File: config.mk
export PLATFORM = sky130hd
export DESIGN_NAME = length_prefix_deframer_top
export DESIGN_NICKNAME = d
export VERILOG_FILES = /design/src/rtl/lpd_pkg.sv /design/src/rtl/length_prefix_deframer_top.sv /design/src/rtl/lpd_cfg_regs.sv /design/src/rtl/lpd_parser.sv /design/src/rtl/lpd_out_reg.sv
export SDC_FILE = /design/constraint.sdc
export NUM_CORES = 1
export LEC_CHECK = 0
export BUFFER_PORTS_ARGS = -buffer_cell sky130_fd_sc_hd__buf_4
export CAP_MARGIN = 15
export CORE_ASPECT_RATIO = 1.1
export CORE_MARGIN = 2
export CORE_UTILIZATION = 45
export DETAILED_ROUTE_END_ITERATION = 8
export PLACE_DENSITY = 0.62
export SLEW_MARGIN = 20
export SYNTH_ARGS = -nofsm -noshare
export SYNTH_HDL_FRONTEND = slang
export SYNTH_SLANG_ARGS = --single-unit
File: constraint.sdc
create_clock -name aclk -period 7.2 [get_ports aclk]
set_input_delay 1.44 -clock aclk [delete_from_list [all_inputs] [get_ports aclk]]
set_output_delay 1.44 -clock aclk [all_outputs]
set_load 0.1 [all_outputs]
File: src/rtl/lpd_pkg.sv
// shared types, constants and helpers for the length-prefix deframer
package lpd_pkg;

    localparam logic [2:0] MAX_HEADER_BYTES = 3'd4;
    localparam int unsigned ACCUM_W = 32;
    localparam int unsigned LEN_W   = 16;

    typedef enum logic [2:0] {
        KIND_HEADER = 3'd0,
        KIND_DATA   = 3'd1,
        KIND_LAST   = 3'd2,
        KIND_EMPTY  = 3'd3,
        KIND_ERROR  = 3'd4
    } kind_t;

    typedef enum logic [1:0] {
        REG_LENGTH_WIDTH  = 2'd0,
        REG_LSB_FIRST     = 2'd1,
        REG_LENGTH_ADJUST = 2'd2,
        REG_MAX_FRAME_LEN = 2'd3
    } reg_idx_t;

    typedef struct packed {
        logic [2:0]       length_width;
        logic             lsb_first;
        logic signed [8:0] length_adjust;
        logic [LEN_W-1:0] max_frame_length;
    } cfg_t;

    typedef struct packed {
        kind_t      kind;
        logic [7:0] payload_byte;
    } res_t;

    // clamp the programmed width into 1..MAX_HEADER_BYTES
    function automatic logic [2:0] eff_width(input logic [2:0] w);
        logic [2:0] r;
        r = w;
        if (r == 3'd0) r = 3'd1;
        if (r > MAX_HEADER_BYTES) r = MAX_HEADER_BYTES;
        return r;
    endfunction

endpackage

File: src/rtl/length_prefix_deframer_top.sv
// length-prefix deframer: one result per received byte
// latency: a result is shown on m_* the cycle after its byte is accepted
// throughput: one byte per clock while m_ready stays high, set by the single result register
// s_ready stays high while the result register is empty or being drained
// reset (aresetn low, synchronous) returns to the header phase and loads
// the register defaults: width 4, big-endian, adjust 0, max length 1024
module length_prefix_deframer_top (
    input  logic        aclk,
    input  logic        aresetn,
    // byte input channel
    input  logic        s_valid,
    output logic        s_ready,
    input  logic [7:0]  s_rx_byte,
    // result channel
    output logic        m_valid,
    input  logic        m_ready,
    output logic [2:0]  m_kind,
    output logic [7:0]  m_payload_byte,
    // apb configuration port
    input  logic        psel,
    input  logic        penable,
    input  logic        pwrite,
    input  logic [3:0]  paddr,
    input  logic [31:0] pwdata,
    output logic [31:0] prdata,
    output logic        pready
);
    import lpd_pkg::*;

    cfg_t cfg;
    res_t res;
    logic in_fire;

    // a request is taken when the result register can hold its answer
    assign in_fire = s_valid && s_ready;

    // configuration registers
    lpd_cfg_regs u_cfg (
        .aclk    (aclk),
        .aresetn (aresetn),
        .psel    (psel),
        .penable (penable),
        .pwrite  (pwrite),
        .paddr   (paddr),
        .pwdata  (pwdata),
        .prdata  (prdata),
        .pready  (pready),
        .cfg     (cfg)
    );

    // header gathering, length check and payload counting
    lpd_parser u_parser (
        .aclk    (aclk),
        .aresetn (aresetn),
        .cfg     (cfg),
        .in_fire (in_fire),
        .rx_byte (s_rx_byte),
        .res     (res)
    );

    // result register decouples the consumer from the input side
    lpd_out_reg u_out (
        .aclk           (aclk),
        .aresetn        (aresetn),
        .s_valid        (s_valid),
        .s_ready        (s_ready),
        .res            (res),
        .m_valid        (m_valid),
        .m_ready        (m_ready),
        .m_kind         (m_kind),
        .m_payload_byte (m_payload_byte)
    );

endmodule

File: src/rtl/lpd_cfg_regs.sv
// apb register bank holding the deframer configuration
module lpd_cfg_regs (
    input  logic               aclk,
    input  logic               aresetn,
    input  logic               psel,
    input  logic               penable,
    input  logic               pwrite,
    input  logic [3:0]         paddr,
    input  logic [31:0]        pwdata,
    output logic [31:0]        prdata,
    output logic               pready,
    output lpd_pkg::cfg_t      cfg
);
    import lpd_pkg::*;

    cfg_t     cfg_reg;
    reg_idx_t idx;
    logic     wr_en;

    assign idx    = reg_idx_t'(paddr[3:2]);
    assign wr_en  = psel && penable && pwrite;
    assign pready = 1'b1;
    assign cfg    = cfg_reg;

    always_ff @(posedge aclk) begin
        if (!aresetn) begin
            cfg_reg.length_width     <= 3'd4;
            cfg_reg.lsb_first        <= 1'b0;
            cfg_reg.length_adjust    <= 9'sd0;
            cfg_reg.max_frame_length <= 16'd1024;
        end else if (wr_en) begin
            unique case (idx)
                REG_LENGTH_WIDTH:  cfg_reg.length_width     <= pwdata[2:0];
                REG_LSB_FIRST:     cfg_reg.lsb_first        <= pwdata[0];
                REG_LENGTH_ADJUST: cfg_reg.length_adjust    <= signed'(pwdata[8:0]);
                REG_MAX_FRAME_LEN: cfg_reg.max_frame_length <= pwdata[15:0];
                default: ;
            endcase
        end
    end

    always_comb begin
        unique case (idx)
            REG_LENGTH_WIDTH:  prdata = {29'd0, cfg_reg.length_width};
            REG_LSB_FIRST:     prdata = {31'd0, cfg_reg.lsb_first};
            REG_LENGTH_ADJUST: prdata = {23'd0, cfg_reg.length_adjust};
            REG_MAX_FRAME_LEN: prdata = {16'd0, cfg_reg.max_frame_length};
            default:           prdata = 32'd0;
        endcase
    end

endmodule

File: src/rtl/lpd_parser.sv
// header/payload state and the per-byte result logic
module lpd_parser (
    input  logic          aclk,
    input  logic          aresetn,
    input  lpd_pkg::cfg_t cfg,
    input  logic          in_fire,
    input  logic [7:0]    rx_byte,
    output lpd_pkg::res_t res
);
    import lpd_pkg::*;

    logic               in_payload_reg, in_payload_next;
    logic [2:0]         header_count_reg, header_count_next;
    logic [ACCUM_W-1:0] length_accum_reg, length_accum_next;
    logic [LEN_W-1:0]   bytes_left_reg, bytes_left_next;

    logic [2:0]         width;
    logic [2:0]         cnt;
    logic [1:0]         pos;
    logic [ACCUM_W-1:0] accum;
    logic [ACCUM_W+1:0] len;
    logic               len_neg;
    logic               len_big;
    logic [LEN_W-1:0]   left_dec;

    always_comb begin
        width    = eff_width(cfg.length_width);
        cnt      = header_count_reg + 3'd1;
        pos      = cfg.lsb_first ? header_count_reg[1:0]
                                 : 2'(width - header_count_reg - 3'd1);
        accum    = length_accum_reg;
        if (header_count_reg < width) begin
            accum = length_accum_reg | ({24'd0, rx_byte} << {pos, 3'b000});
        end
        len      = {2'b00, accum} + {{25{cfg.length_adjust[8]}}, cfg.length_adjust};
        len_neg  = len[ACCUM_W+1];
        len_big  = !len_neg && (len[ACCUM_W:0] > {17'd0, cfg.max_frame_length});
        left_dec = (bytes_left_reg != '0) ? bytes_left_reg - 1'b1 : bytes_left_reg;

        in_payload_next   = in_payload_reg;
        header_count_next = header_count_reg;
        length_accum_next = length_accum_reg;
        bytes_left_next   = bytes_left_reg;
        res               = '{kind: KIND_HEADER, payload_byte: 8'd0};

        if (in_payload_reg) begin
            res.payload_byte = rx_byte;
            bytes_left_next  = left_dec;
            if (left_dec == '0) begin
                res.kind          = KIND_LAST;
                in_payload_next   = 1'b0;
                header_count_next = 3'd0;
                length_accum_next = '0;
            end else begin
                res.kind = KIND_DATA;
            end
        end else begin
            header_count_next = cnt;
            length_accum_next = accum;
            if (cnt >= width) begin
                header_count_next = 3'd0;
                length_accum_next = '0;
                priority if (len_neg || len_big) begin
                    res.kind        = KIND_ERROR;
                    bytes_left_next = '0;
                end else if (len == '0) begin
                    res.kind        = KIND_EMPTY;
                    bytes_left_next = '0;
                end else begin
                    res.kind        = KIND_HEADER;
                    in_payload_next = 1'b1;
                    bytes_left_next = len[LEN_W-1:0];
                end
            end
        end
    end

    always_ff @(posedge aclk) begin
        if (!aresetn) begin
            in_payload_reg   <= 1'b0;
            header_count_reg <= 3'd0;
            length_accum_reg <= '0;
            bytes_left_reg   <= '0;
        end else if (in_fire) begin
            in_payload_reg   <= in_payload_next;
            header_count_reg <= header_count_next;
            length_accum_reg <= length_accum_next;
            bytes_left_reg   <= bytes_left_next;
        end
    end

endmodule

File: src/rtl/lpd_out_reg.sv
// result register with valid/ready handshake toward the consumer
module lpd_out_reg (
    input  logic          aclk,
    input  logic          aresetn,
    input  logic          s_valid,
    output logic          s_ready,
    input  lpd_pkg::res_t res,
    output logic          m_valid,
    input  logic          m_ready,
    output logic [2:0]    m_kind,
    output logic [7:0]    m_payload_byte
);
    import lpd_pkg::*;

    logic m_valid_reg;
    res_t res_reg;

    assign s_ready        = !m_valid_reg || m_ready;
    assign m_valid        = m_valid_reg;
    assign m_kind         = res_reg.kind;
    assign m_payload_byte = res_reg.payload_byte;

    always_ff @(posedge aclk) begin
        if (!aresetn) begin
            m_valid_reg <= 1'b0;
        end else if (s_ready) begin
            m_valid_reg <= s_valid;
        end
    end

    always_ff @(posedge aclk) begin
        if (s_valid && s_ready) begin
            res_reg <= res;
        end
    end

endmodule

==> impl_metrics.tcl, run 1 <==
set metrics [dict create \
    run_status "finished clean" \
    finalHoldViolCount 0 \
    irDropWorstVdd_mv 0.1201 \
    tns_ns 0 \
    cp-end-kind "register" \
    worstPathMaxFanout 8 \
    largest_reg_flops 32 \
    clockPowerShare 0.323 \
    rows 50 \
    synthFlopType "dfxtp_1" \
    cap_violations 0 \
    grt_pass1_wl_mm 34.93 \
    cp-endpoint "u_out.m_kind[0]$_DFFE_PP_" \
    cts-buffers-inserted 9 \
    vias 7291 \
    root_buffer "clkbuf_16" \
    cp.depth 29 \
    startpoint "u_cfg.cfg[28]$_SDFFE_PN1P_" \
    final_cell_mix "126 x nand2_1, 82 x dfxtp_1, 72 x buf_4, 71 x o21ai_0, 58 x ha_1" \
    yosys.area_share.simple 0.2396 \
    vias_per_cell 5.870 \
    synth_top_area_share 0.2144 \
    placed_cell_area_um2 8154 \
    fmax_ghz 0.1540 \
    seqPwrFrac 0.349 \
    synth_top_area_cell "dfxtp_1" \
    drt_first_iter_violations 537 \
    postSynthCellCount 1005 \
    ios 97 \
    cts_tree "built" \
    ys_ff_latch 93 \
    post-route-period-util 0.9016 \
    intPower_w 0.001016 \
    initial_core_util 0.4549 \
    worstSkewPairLatency_ns 0.37 \
    rsz0062_at_grt "no" \
    fin_area_um2 8488 \
    p_leak_nw 3.776 \
    maxSlewHeadroom 0.3352 \
    post-place-ws_ns 0.5391 \
    routed_wl_mm 21.70 \
    min_period_ns 6.492 \
    synth_area_leaders "dfxtp_1 21%, ha_1 9.5%, nand2_1 6.2%" \
    drc_errors 0 \
    post_cts_buffers 0 \
    port_buffers 61 \
    synth_top_family_by_area "compound AO/OA/AOI/OAI gates" \
    r2r-start "u_cfg.cfg[28]$_SDFFE_PN1P_" \
    r2r_setup_slack_ns 0.71 \
    powerDensity_nw_per_um2 189.1 \
    combPwrFrac 0.328 \
    setup_ws_ns 0.7083 \
    gp_congestion 0.9323 \
    crit_path_start_kind "register" \
    syn_avg_cell_area_um2 7.617 \
    grt_max_degree 91 \
    worst_pin_slew_ns 0.9906 \
    final_util 0.5044 \
    die-width_um 128.4 \
    yosys_warnings 0 \
    final_common_cell "nand2_1" \
    drv_slew 0 \
    syn_area_um2 7655 \
    clock_path_buffers 2 \
    grt_use_total 0.2420 \
    critPathMaxStageDelay_ns 0.41 \
    r2r_cells 29 \
    synth_xor_area_frac 0.02288 \
    synth_compound_area_frac 0.2695 \
    cp_top_family "compound AO/OA/AOI/OAI gates" \
    synth_adder_area_share 0.09742 \
    grt_pass1_vias 6467 \
    core_um2 16830 \
    r2r-end "u_out.m_kind[0]$_DFFE_PP_" \
    muxShareOfSynthArea 0.03890 \
    cts-htree-levels 3 \
    async_reset_ff_frac 0 \
    ant_nets 0 \
    required_ns 7.38 \
    cp_num_buf_inv 4 \
    grt-ovfl-total 0 \
    antenna_found_initial 0 \
    path_clk_slew_ns 0.07 \
    die_area_um2 18070 \
    area_growth_pct 10.89 \
    clock_sinks 93 \
    fin_skew_ns 0.01242 \
    routedWlPerCell_um 17.47 \
    p_sw_w 0.0005892 \
    first_pass_iters 6 \
    yosysSeqAreaShare 0.2576 \
    drive_gt1_frac 0.1074 \
    arrival_ns 6.68 \
    slowest_stage "dfxtp_1" \
    synth_cell_types 79 \
    hpwl_mm 16.32 \
    hold_class "reg2reg" \
    synth_edf_count 11 \
    num-nets-final 1139 \
    die_h_um 140.8 \
    critical_path_class "reg2reg" \
    switching_share 0.3670 \
    antenna_cells 0 \
    setup_viol_count_final 0 \
]
per-layer routing:
layer,track usage,wire length [µm],vias up
li1,-,-,3685
met3,0.02808,839,32
met1,0.3364,10030,3405
met4,0.06883,444,0
met5,0,0,-
met2,0.3956,10390,169
through the flow:
step | instances | hold slack (ns) | power (W)
3_5_place_dp | 1226 | 0.4410 | 0.001090
3_3_place_gp | 1226 | 0.4364 | 0.001087
6_report | 1242 | 0.4513 | 0.001605
4_1_cts | 1242 | 0.4505 | 0.001606
5_1_grt | 1242 | 0.4724 | 0.001681
2_1_floorplan | 1020 | 0.4286 | 0.0009681
worst reg2reg max path: cells and delay by family (launching register included):
kind,cells,cell delay (ns)
AO/OA/AOI/OAI,11,2.45
XOR/XNOR,1,0.23
adder cells (fa/ha/maj),4,1.15
buffers and inverters,4,0.47
flip-flops,1,0.41
AND/OR/NAND/NOR,9,1.60
cells in the mapped netlist, drive strengths merged, types with 5 or more instances:
master / instances
a2111oi: 6
a211oi: 5
a21boi: 24
a21o: 47
a21oi: 55
a31oi: 8
and2: 14
and4: 8
buf: 28
clkbuf: 46
dfxtp: 82
edfxtp: 11
ha: 58
inv: 51
mux2i: 23
nand2: 126
nand2b: 11
nand3: 52
nand4: 23
nor2: 56
nor2b: 21
nor3: 15
nor3b: 5
nor4: 12
o211ai: 8
o21a: 9
o21ai: 79
o31ai: 14
or3: 5
or4: 5
xnor2: 11
xor2: 9
cells by family (layout without fill, tap and decap cells):
logic type	after synthesis	count (layout)
and+or+nand+nor	370	370
AOI/OAI and AO/OA	308	308
buffers and inverters	125	139
DFF	93	93
adders and majority gates	59	59
muxes	28	28
xor gates and xnor gates	20	20
other	2	17
worst min-delay path by stage:
| stage | start | to | slack, ns | cells past startpoint |
|---|---|---|---|---|
| 2_1_floorplan | u_parser.length_accum_reg[1]$_SDFFE_PN0P_ | u_parser.length_accum_reg[1]$_SDFFE_PN0P_ | 0.43 | 2 |
| 3_3_place_gp | u_parser.length_accum_reg[3]$_SDFFE_PN0P_ | u_parser.length_accum_reg[3]$_SDFFE_PN0P_ | 0.44 | 2 |
| 3_5_place_dp | u_parser.length_accum_reg[5]$_SDFFE_PN0P_ | u_parser.length_accum_reg[5]$_SDFFE_PN0P_ | 0.44 | 2 |
| 4_1_cts | u_parser.length_accum_reg[5]$_SDFFE_PN0P_ | u_parser.length_accum_reg[5]$_SDFFE_PN0P_ | 0.45 | 2 |
| 5_1_grt | u_parser.length_accum_reg[6]$_SDFFE_PN0P_ | u_parser.length_accum_reg[6]$_SDFFE_PN0P_ | 0.47 | 2 |
| 6_report | u_parser.length_accum_reg[7]$_SDFFE_PN0P_ | u_parser.length_accum_reg[7]$_SDFFE_PN0P_ | 0.45 | 2 |
what timing repair did:
item / 4_1_cts / 5_1_grt
endpoints found under the setup margin: 0 / 16
hold buffers: 0 / 0
resized for setup: 0 / 4
hold endpoints to repair: 0 / 0
power groups by stage:
| stage | Clock (W) | Sequential (W) | Combinational, W |
|---|---|---|---|
| floorplan | 0 | 0.000599 | 0.000369 |
| global route | 0.000546 | 0.000563 | 0.000572 |
| global placement | 0 | 0.000571 | 0.000516 |
| CTS | 0.000526 | 0.000560 | 0.000520 |
| detailed placement | 0 | 0.000572 | 0.000519 |
| finish | 0.000519 | 0.000560 | 0.000526 |
final cells by class:
type	instances	area, µm²
clock buffers	10	229.0
fillers	1703	8341
inverters	51	191.4
multi-input cells	802	5209
clock inverters	6	86.33
repair buffers	72	540.5
flip-flops and latches	93	1972
well taps	208	260.3
Power figures use the tool's default switching activity.
==> inputs of run 2 (changes only) <==
--- a/config.mk
+++ b/config.mk
@@ -7,11 +7,13 @@
 export LEC_CHECK = 0
 export BUFFER_PORTS_ARGS = -buffer_cell sky130_fd_sc_hd__buf_4
 export CAP_MARGIN = 15
+export CELL_PAD_IN_SITES_DETAIL_PLACEMENT = 1
+export CELL_PAD_IN_SITES_GLOBAL_PLACEMENT = 1
 export CORE_ASPECT_RATIO = 1.1
 export CORE_MARGIN = 2
-export CORE_UTILIZATION = 45
+export CORE_UTILIZATION = 44
 export DETAILED_ROUTE_END_ITERATION = 8
-export PLACE_DENSITY = 0.62
+export PLACE_DENSITY = 0.79
 export SLEW_MARGIN = 20
 export SYNTH_ARGS = -nofsm -noshare
 export SYNTH_HDL_FRONTEND = slang
==> constraint.sdc (replaced) <==
create_clock -name aclk -period 7.2 [get_ports aclk]
set_input_delay 0 -clock aclk [delete_from_list [all_inputs] [get_ports aclk]]
set_output_delay 0 -clock aclk [all_outputs]
set_load 0.1 [all_outputs]
==> run 2 against run 1 <==
Cell area is 2.7% higher. Clock-buffer cell count is 1 lower. Register-to-register slack worse by 0.06 ns. Worst hold slack worse by 0.44 ns. Critical path type unchanged. Fmax is 0.90% lower. Non-clock buffer count is 25 higher. Total power is 2.1% lower. Sequential share of layout area is 0.61 points lower. Cell count is 4.1% higher. Worst setup slack worse by 0.059 ns. Wire length is 14% higher. Largest cell class unchanged. Global-route usage is 2.9 points higher.
==> impl_metrics.tcl, run 2 (synthesized netlist as in run 1, its figures left out) <==
set metrics [dict create \
    die_area_um2 18470 \
    routed_wl_mm 24.71 \
    drc_errors 0 \
    gp_congestion 0.8998 \
    worstSkewPairLatency_ns 0.37 \
    maxSlewHeadroom 0.4206 \
    arrival_ns 6.74 \
    r2r_cells 28 \
    holdPathStages 2 \
    irDropWorstVdd_mv 0.1047 \
    drv_slew 0 \
    cp-end-kind "register" \
    crit_path_start_kind "register" \
    routedWlPerCell_um 19.11 \
    largest_reg_flops 32 \
    cts-htree-levels 3 \
    die_h_um 142.3 \
    hold_start "s_rx_byte[3]" \
    vias_per_cell 5.922 \
    path_clk_slew_ns 0.07 \
    p_leak_nw 3.857 \
    finalHoldViolCount 0 \
    placed_cell_area_um2 8189 \
    cts_tree "built" \
    antenna_cells 0 \
    vias 7657 \
    cts-buffers-inserted 9 \
    core_um2 17020 \
    grt_max_degree 71 \
    post-route-period-util 0.9099 \
    min_period_ns 6.551 \
    drt_first_iter_violations 448 \
    clock_sinks 93 \
    clock_path_buffers 2 \
    n_fill_cell 2154 \
    crit_path_frequent_cell "inv_1" \
    die-width_um 129.8 \
    hold_end "u_out.m_payload_byte[3]$_SDFFCE_PN0P_" \
    r2r-end "u_out.m_kind[0]$_DFFE_PP_" \
    grt_use_total 0.2711 \
    antenna_found_initial 0 \
    hpwl_mm 18.40 \
    area_growth_pct 13.89 \
    num-nets-final 1164 \
    fmax_ghz 0.1527 \
    fin_skew_ns 0.01425 \
    powerDensity_nw_per_um2 180.3 \
    grt_pass1_wl_mm 39.58 \
    port_buffers 61 \
    grt_pass1_vias 7674 \
    fin_area_um2 8718 \
    setup_ws_ns 0.6491 \
    final_common_cell "nand2_1" \
    run_status "finished clean" \
    setup_viol_count_final 0 \
    initial_core_util 0.4499 \
    post-place-ws_ns 0.6241 \
    r2r_setup_slack_ns 0.65 \
    ios 97 \
    critical_path_class "reg2reg" \
    hold_class "in2reg" \
    rows 50 \
    tns_ns 0 \
    first_pass_iters 4 \
    required_ns 7.38 \
    grt-ovfl-total 0 \
    r2r-start "u_cfg.cfg[26]$_SDFFE_PN0P_" \
    worst_pin_slew_ns 0.8570 \
    hold-worst-slack_ns 0.01189 \
    ant_nets 0 \
    final_cell_mix "126 x nand2_1, 82 x dfxtp_1, 73 x buf_4, 72 x o21ai_0, 58 x ha_1" \
    critPathMaxStageDelay_ns 0.44 \
    root_buffer "clkbuf_16" \
    worstPathMaxFanout 8 \
    drive_gt1_frac 0.1029 \
    cap_violations 0 \
    slowest_stage "a211o_1" \
]
-- run 2: cell count changes in the layout (fill, tap and decap cells not counted), sizes merged --
cell | previous run | this run
dlygate4sd3 | 0 | 24
clkinvlp | 0 | 3
bufinv | 2 | 0
clkinv | 3 | 1
inv | 52 | 54
buf | 72 | 73
clkbuf | 10 | 9
-- run 2: per-stage QoR --
step	util	power, W	std cells
6_report	0.5124	0.001572	1293
3_5_place_dp	0.4813	0.001097	1253
2_1_floorplan	-	0.0009681	1020
4_1_cts	0.5113	0.001575	1292
3_3_place_gp	0.4813	0.001087	1253
5_1_grt	0.5124	0.001648	1293
-- run 2: where the power goes --
part | switching, W | internal (W)
Clock | 0.000233 | 0.000239
Sequential | 0.0000187 | 0.000545
Combinational | 0.000363 | 0.000175
-- run 2: final cells by class --
cell class / count / area [µm²] / area share
flip-flops and latches: 93 / 1972 / 0.2262
repair buffers: 97 / 788.3 / 0.09041
clock buffers: 9 / 225.2 / 0.02583
clock inverters: 7 / 56.30 / 0.006458
well taps: 234 / 292.8 / 0.03358
inverters: 51 / 191.4 / 0.02196
multi-input cells: 802 / 5192 / 0.5956
-- run 2: repair_timing --
| item | in CTS | in global routing |
|---|---|---|
| resized for setup | 0 | 2 |
| hold buffers | 23 | 1 |
| endpoints found under the setup margin | 0 | 19 |
| setup buffers | 0 | 0 |
| endpoints found under the hold margin | 34 | 1 |
-- run 2: how the worst max path moves through the flow --
stage | from | end | depth (start not counted)
6_report | u_cfg.cfg[26]$_SDFFE_PN0P_ | u_out.m_kind[0]$_DFFE_PP_ | 28
5_1_grt | u_cfg.cfg[26]$_SDFFE_PN0P_ | u_out.m_kind[0]$_DFFE_PP_ | 29
4_1_cts | u_cfg.cfg[26]$_SDFFE_PN0P_ | u_out.m_kind[1]$_DFFE_PP_ | 28
3_5_place_dp | u_cfg.cfg[26]$_SDFFE_PN0P_ | u_out.m_kind[1]$_DFFE_PP_ | 28
3_3_place_gp | u_cfg.cfg[28]$_SDFFE_PN1P_ | u_out.m_kind[1]$_DFFE_PP_ | 27
2_1_floorplan | u_cfg.cfg[28]$_SDFFE_PN1P_ | u_out.m_kind[2]$_SDFFCE_PP0P_ | 29
-- run 2: per-layer routing --
layer  GRT usage  share of wire  wire, µm
met3     0.04023          0.032       793
met1      0.3326           0.43     10650
met4      0.1024          0.033       823
met5           0              0         0
met2      0.4764           0.50     12440
-- run 2: critical path: cells and delay by family, from the launching register on --
kind                     cells  cell delay (ns)
AO/OA/AOI/OAI               11             2.53
XOR/XNOR                     1             0.33
flip-flops                   1             0.37
buffers and inverters        4             0.26
adder cells (fa/ha/maj)      4             1.10
AND/OR/NAND/NOR              8             1.75
